$ cat src/design/tes_pkg.sv
// Shared types, constants and codes of the timestamped event scheduler.
package tes_pkg;

   localparam int QUEUE_DEPTH = 16;
   localparam int TIME_BITS   = 24;
   localparam int COUNT_BITS  = $clog2(QUEUE_DEPTH + 1);

   localparam int TYPE_BITS   = 2;
   localparam int START_BITS  = 24;
   localparam int WORD_BITS   = 32;
   localparam int LENGTH_BITS = 13;

   localparam int CMD_DEPTH   = 2;
   localparam int CMD_PTR_BITS  = (CMD_DEPTH > 1) ? $clog2(CMD_DEPTH) : 1;
   localparam int CMD_FILL_BITS = $clog2(CMD_DEPTH + 1);

   localparam logic [31:0] TIME_MAX = 32'((64'd1 << TIME_BITS) - 64'd1);

   localparam logic KIND_PUSH  = 1'b0;
   localparam logic KIND_BLOCK = 1'b1;

   localparam logic [TYPE_BITS-1:0] EV_NOTE_ON   = 2'd0;
   localparam logic [TYPE_BITS-1:0] EV_NOTE_OFF  = 2'd1;
   localparam logic [TYPE_BITS-1:0] EV_SET_PARAM = 2'd2;

   typedef struct packed {
      logic                   is_block;
      logic [TYPE_BITS-1:0]   ev_type;
      logic [TIME_BITS-1:0]   delay;
      logic [WORD_BITS-1:0]   word_a;
      logic [WORD_BITS-1:0]   word_b;
      logic [LENGTH_BITS-1:0] length;
   } cmd_type;

endpackage

$ cat src/design/tes_channels.sv
// Request and response channel interfaces of the event scheduler.
interface tes_req_if;
   logic                            valid;
   logic                            ready;
   logic                            kind;
   logic [tes_pkg::TYPE_BITS-1:0]   event_type;
   logic [tes_pkg::START_BITS-1:0]  start_time;
   logic [tes_pkg::WORD_BITS-1:0]   payload_a;
   logic [tes_pkg::WORD_BITS-1:0]   payload_b;
   logic [tes_pkg::LENGTH_BITS-1:0] block_length;

   modport source (output valid, kind, event_type, start_time, payload_a, payload_b,
                   block_length, input ready);
   modport sink (input valid, kind, event_type, start_time, payload_a, payload_b,
                 block_length, output ready);
endinterface


$ cat src/design/tes_front.sv
// Front end: takes request beats, decodes them into commands and queues them.
module tes_front (
   input  logic             clock,
   input  logic             reset,
   tes_req_if.sink          req_if,
   output logic             cmd_valid,
   input  logic             cmd_ready,
   output tes_pkg::cmd_type cmd
);

   tes_pkg::cmd_type                    slot_ff [tes_pkg::CMD_DEPTH];
   logic [tes_pkg::CMD_PTR_BITS-1:0]    wr_ptr_ff, wr_ptr_in;
   logic [tes_pkg::CMD_PTR_BITS-1:0]    rd_ptr_ff, rd_ptr_in;
   logic [tes_pkg::CMD_FILL_BITS-1:0]   fill_ff, fill_in;
   tes_pkg::cmd_type                    decoded;
   logic [31:0]                         start_wide;
   logic                                push_beat;
   logic                                pop_beat;

   // saturate the delay to the stored time range
   always_comb begin
      start_wide = 32'(req_if.start_time);
      if (start_wide > tes_pkg::TIME_MAX) begin
         start_wide = tes_pkg::TIME_MAX;
      end
      decoded.is_block = (req_if.kind == tes_pkg::KIND_BLOCK);
      decoded.ev_type  = req_if.event_type;
      decoded.delay    = start_wide[tes_pkg::TIME_BITS-1:0];
      decoded.word_a   = req_if.payload_a;
      decoded.word_b   = req_if.payload_b;
      decoded.length   = req_if.block_length;
   end

   assign req_if.ready = (fill_ff != tes_pkg::CMD_FILL_BITS'(tes_pkg::CMD_DEPTH));
   assign push_beat    = req_if.valid && req_if.ready;
   assign cmd_valid    = (fill_ff != '0);
   assign pop_beat     = cmd_valid && cmd_ready;
   assign cmd          = slot_ff[rd_ptr_ff];

   always_comb begin
      wr_ptr_in = wr_ptr_ff;
      rd_ptr_in = rd_ptr_ff;
      fill_in   = fill_ff;
      if (push_beat) begin
         wr_ptr_in = (wr_ptr_ff == tes_pkg::CMD_PTR_BITS'(tes_pkg::CMD_DEPTH - 1)) ?
                     '0 : wr_ptr_ff + 1'b1;
      end
      if (pop_beat) begin
         rd_ptr_in = (rd_ptr_ff == tes_pkg::CMD_PTR_BITS'(tes_pkg::CMD_DEPTH - 1)) ?
                     '0 : rd_ptr_ff + 1'b1;
      end
      if (push_beat && !pop_beat) begin
         fill_in = fill_ff + 1'b1;
      end else if (!push_beat && pop_beat) begin
         fill_in = fill_ff - 1'b1;
      end
   end

   always_ff @(posedge clock) begin
      if (reset) begin
         wr_ptr_ff <= '0;
         rd_ptr_ff <= '0;
         fill_ff   <= '0;
      end else begin
         wr_ptr_ff <= wr_ptr_in;
         rd_ptr_ff <= rd_ptr_in;
         fill_ff   <= fill_in;
      end
   end

   always_ff @(posedge clock) begin
      if (push_beat) begin
         slot_ff[wr_ptr_ff] <= decoded;
      end
   end

   a_fill_range: assert property (@(posedge clock) disable iff (reset)
      fill_ff <= tes_pkg::CMD_FILL_BITS'(tes_pkg::CMD_DEPTH))
      else $error("command queue overfilled");

   a_fill_grows: assert property (@(posedge clock) disable iff (reset)
      (push_beat && !pop_beat) |=> fill_ff == $past(fill_ff) + 1'b1)
      else $error("command queue lost a beat");

endmodule

$ cat src/flat_wrapper.sv
// flat-port wrapper written by rule: the top's interface ports become plain ports
module tes_front_flat 
  (clock, reset, cmd_valid, cmd_ready, cmd, req_if_valid, req_if_kind, req_if_event_type, req_if_start_time, req_if_payload_a, req_if_payload_b, req_if_block_length, req_if_ready);
  tes_req_if req_if_i ();
  input  logic clock;
  input  logic reset;
  output logic cmd_valid;
  input  logic cmd_ready;
  output tes_pkg::cmd_type cmd;
  input wire logic [$bits(req_if_i.valid)-1:0] req_if_valid;
  input wire logic [$bits(req_if_i.kind)-1:0] req_if_kind;
  input wire logic [$bits(req_if_i.event_type)-1:0] req_if_event_type;
  input wire logic [$bits(req_if_i.start_time)-1:0] req_if_start_time;
  input wire logic [$bits(req_if_i.payload_a)-1:0] req_if_payload_a;
  input wire logic [$bits(req_if_i.payload_b)-1:0] req_if_payload_b;
  input wire logic [$bits(req_if_i.block_length)-1:0] req_if_block_length;
  output wire logic [$bits(req_if_i.ready)-1:0] req_if_ready;
  assign req_if_i.valid = req_if_valid;
  assign req_if_i.kind = req_if_kind;
  assign req_if_i.event_type = req_if_event_type;
  assign req_if_i.start_time = req_if_start_time;
  assign req_if_i.payload_a = req_if_payload_a;
  assign req_if_i.payload_b = req_if_payload_b;
  assign req_if_i.block_length = req_if_block_length;
  assign req_if_ready = req_if_i.ready;
  tes_front u_core (.clock(clock), .reset(reset), .req_if(req_if_i), .cmd_valid(cmd_valid), .cmd_ready(cmd_ready), .cmd(cmd));
endmodule
$ cat config.mk
export PLATFORM = sky130hd
export DESIGN_NAME = tes_front_flat
export DESIGN_NICKNAME = d
export VERILOG_FILES = /design/src/design/tes_pkg.sv /design/src/design/tes_channels.sv /design/src/design/tes_front.sv /design/src/flat_wrapper.sv
export SDC_FILE = /design/constraint.sdc
export NUM_CORES = 1
export LEC_CHECK = 0
export ABC_AREA = 1
export BUFFER_PORTS_ARGS = -buffer_cell sky130_fd_sc_hd__buf_2
export CELL_PAD_IN_SITES_DETAIL_PLACEMENT = 2
export CELL_PAD_IN_SITES_GLOBAL_PLACEMENT = 2
export CORE_AREA = 2 2 199 123
export CTS_CLUSTER_SIZE = 12
export DETAILED_ROUTE_END_ITERATION = 8
export DIE_AREA = 0 0 201 125
export PLACE_DENSITY = 0.72
export RECOVER_POWER = 100
export SLEW_MARGIN = 20
export SYNTH_ARGS = -nofsm -noshare
export SYNTH_HDL_FRONTEND = slang
export SYNTH_SLANG_ARGS = --single-unit
$ cat constraint.sdc
create_clock -name clock -period 5.75 [get_ports clock]
set_input_delay 0.575 -clock clock [delete_from_list [all_inputs] [get_ports clock]]
set_output_delay 0.575 -clock clock [all_outputs]
set_load 0.01 [all_outputs]
==> metrics.md <==
| Metric | Value |
|---|---|
| Clk root buf | clkbuf_16 |
| WHS Endpoint | u_core.slot_ff[0][29]$_DFFE_PP_ |
| Hold wc startpoint | req_if_payload_b[16] |
| Worst r2r dst | u_core.slot_ff[1][68]$_DFFE_PP_ |
| Global route overflow | 0 |
| Layout cells sized above 1 | 0.275 |
| Gate Count Post-Synth | between 300 and 400 |
| Final ANT Viol Nets | 0 |
| Area growth from synthesis to layout | 20.9% |
| Final number of hold-violating endpoints | 0 |
| Slew HR | -0.726 |
| RSZ-0062 raised after global routing | no |
| Core area | 23500 µm² |
| Number of DRC markers in iteration 0 | 144 |
| PortBufs | 213 |
| Data arrival, critical path | 3700 ps |
| Mapped Nets | 470 |
| Status | finished, violations left |
| Nature of the critical path endpoint | flip-flop |
| Commonest non-fill, non-tap cell in the layout | edfxtp_1 |
| Setup bufs post-CTS | 0 |
| Clock transition at path regs | 60 ps |
| Final TNS setup | 0 ps |
| Largest net degree at the start of global routing | 65 |
| Part of the cycle the worst path needs | 0.635 |
| Synthesized flop and latch total | 213 |
| Fin nets | between 700 and 800 |
| Worst r2r src | u_core.fill_ff[0]$_SDFFE_PP0P_ |
| IO Pins | 214 |
| Layout Skew | 13.6 ps |
| Die area | 25100 µm² |
| Post-synth cell types | 15 |
| Failing checks | max-capacitance violations, max-slew violations |
| Critical path, cell by cell | inv_1, nand2_1, nand2_1, nor2_1, clkbuf_1 |
| Crit-path max cell delay | 1890 ps |
| Site Rows | 44 |
| Pwr Density | 439 nW/µm² |
| Vias in the first global route | about 4700 |
| Clk_lat worst skew | 490 ps |
| CP Launch Type | flip-flop |
| Hold path depth | 1 |
| Leakage power | roughly 0.0033 µW |
| Worst reg2reg setup slack | 2100 ps |
| Max-cap violations | 3 |
| Crit-path max FO | 44 |
| Avg WL per Cell | between 20 and 25 µm |
| Routed vias | around 4100 |
| Finish-stage setup viols | 0 |
| Critical Path Slowest Stage Cell | clkbuf_1 |
| Initial antenna violation count | 1 |
| ANT cells | 0 |
| First-pass DRT Iterations | 4 |
| Die W | about 200 µm |
| Most frequent cells in the layout | edfxtp_1, clkbuf_1, buf_2, mux2_1, mux2_2 |
| WS Path Type | flip-flop to flip-flop |
| CTS tree | done |
| RD Place Congestion | 0.720 |
| Reg2Reg Depth | 5 |
| # DRC | 0 |
| Worst EP required | 5800 ps |
| DPL Wire Length | between 10 and 15 mm |
| WL final | 18.6 mm |
| Period minus WS final | 3650 ps |
| Post-CTS Resized | 0 |
| Total GRT Usage | 0.146 |
| Cell Area, Synth | around 8000 µm² |
| Worst IR drop on VDD | 196 µV |
| Mean cell area of the mapped netlist | around 22 µm² |
| Max clock buf depth | 3 |
| H-tree depth | 1 |
| Area of the multi-input gates | 1290 µm² |
| CTS Hold Bufs | 0 |
| Inserted Clock Buffers | 22 |
| Register area | 6350 µm² |
| Finished Core Util | 0.411 |
| Count of pins over their slew limit | 155 |
| First-pass GRT wire length | approximately 28 mm |
| Vias per inst | about 4.4 |
| Die Ht | 125 µm |
| YS warnings | 0 |
| F_max | 0.274 GHz |
| Most numerous cell on the critical path | nand2_1 |
| CP startpoint | u_core.fill_ff[0]$_SDFFE_PP0P_ |
| Clk sinks | 213 |
| Sequential fraction of the synthesis area | 0.794 |
| Tightest Pin Transition | 2590 ps |
| Initial core utilization | 0.340 |
| Layout fillers | 2370 |
| Worst hold-check path type | input port to flip-flop |
==> worst max-delay path: cells and delay by family, from the launching register on <==
family                 cells  cell delay, ps
buffers and inverters      2            1980
AND/OR/NAND/NOR            3             880
flip-flops                 1             330
==> synth_stat cells <==
cell type,n,area (µm²)
a21oi_1,2,10.0
buf_2,4,20.0
buf_6,7,78.8
buf_8,1,15.0
dfxtp_1,5,100
edfxtp_1,208,6250
ha_1,1,12.5
inv_1,8,30.0
mux2_2,44,495
mux2_4,60,901
nand2_1,9,33.8
nand3_1,2,10.0
nand4_1,1,6.26
nor2_1,7,26.3
o21ai_0,2,10.0
==> how the worst max path moves through the flow <==
| stage | cells past startpoint | slack [ps] | end |
|---|---|---|---|
| floorplan | 2 | 190 | u_core.slot_ff[0][0]$_DFFE_PP_ |
| global placement | 3 | 3440 | cmd[4] |
| detailed placement | 3 | 3400 | cmd[102] |
| CTS | 3 | 2870 | cmd[102] |
| global route | 5 | 1580 | u_core.slot_ff[1][82]$_DFFE_PP_ |
| finish | 5 | 2100 | u_core.slot_ff[1][68]$_DFFE_PP_ |
==> per-stage QoR <==
step | hold WS (ps) | setup slack [ps] | cells | power (µW) | area [µm²]
after global routing | 247 | 1580 | 923 | 4450 | 9670
after detailed placement | 504 | 3400 | 890 | 3140 | 9410
after global placement | 481 | 3440 | 890 | 3080 | 9410
after floorplan | 465 | 188 | 361 | 2760 | 8000
final | 271 | 2100 | 923 | 4240 | 9670
after CTS | 240 | 2870 | 923 | 4480 | 10100
==> power breakdown <==
group	internal, µW	switching (µW)	leakage (µW)
Combinational	343	556	0.00104
Sequential	1970	53.3	0.00198
Clock	767	548	0.000309
==> layout make-up <==
cell class,count,area share
tap,322,0.0417
timing repair buffer,219,0.0991
clock buffer,30,0.0622
sequential,213,0.657
multi-input combinational,128,0.133
inverter,8,0.00311
clock inverter,3,0.00388
==> layer usage <==
metal | wire, µm | up-vias | track usage
met5 | 13 | - | 0
met4 | 295 | 2 | 0.0283
met3 | 1130 | 23 | 0.0433
met2 | 8720 | 135 | 0.239
met1 | 8430 | 2081 | 0.195
li1 | - | 1866 | -
==> logic make-up (layout without fill, tap and decap cells) <==
family,after synthesis,in the layout,share of synthesized area
AO/OA/AOI/OAI,4,4,0.00250
adder cells (fa/ha/maj),1,1,0.00156
buffers and inverters,20,260,0.0180
flip-flops,213,213,0.794
multiplexers,104,104,0.175
AND/OR/NAND/NOR,19,19,0.00955
==> state kept, by name (all words and copies together) (netlist names), named ones only <==
signal,count
u_core.slot_ff,208
u_core.fill_ff,2
u_core.wr_ptr_ff,1
u_core.rd_ptr_ff,1
Power figures use the tool's default switching activity.
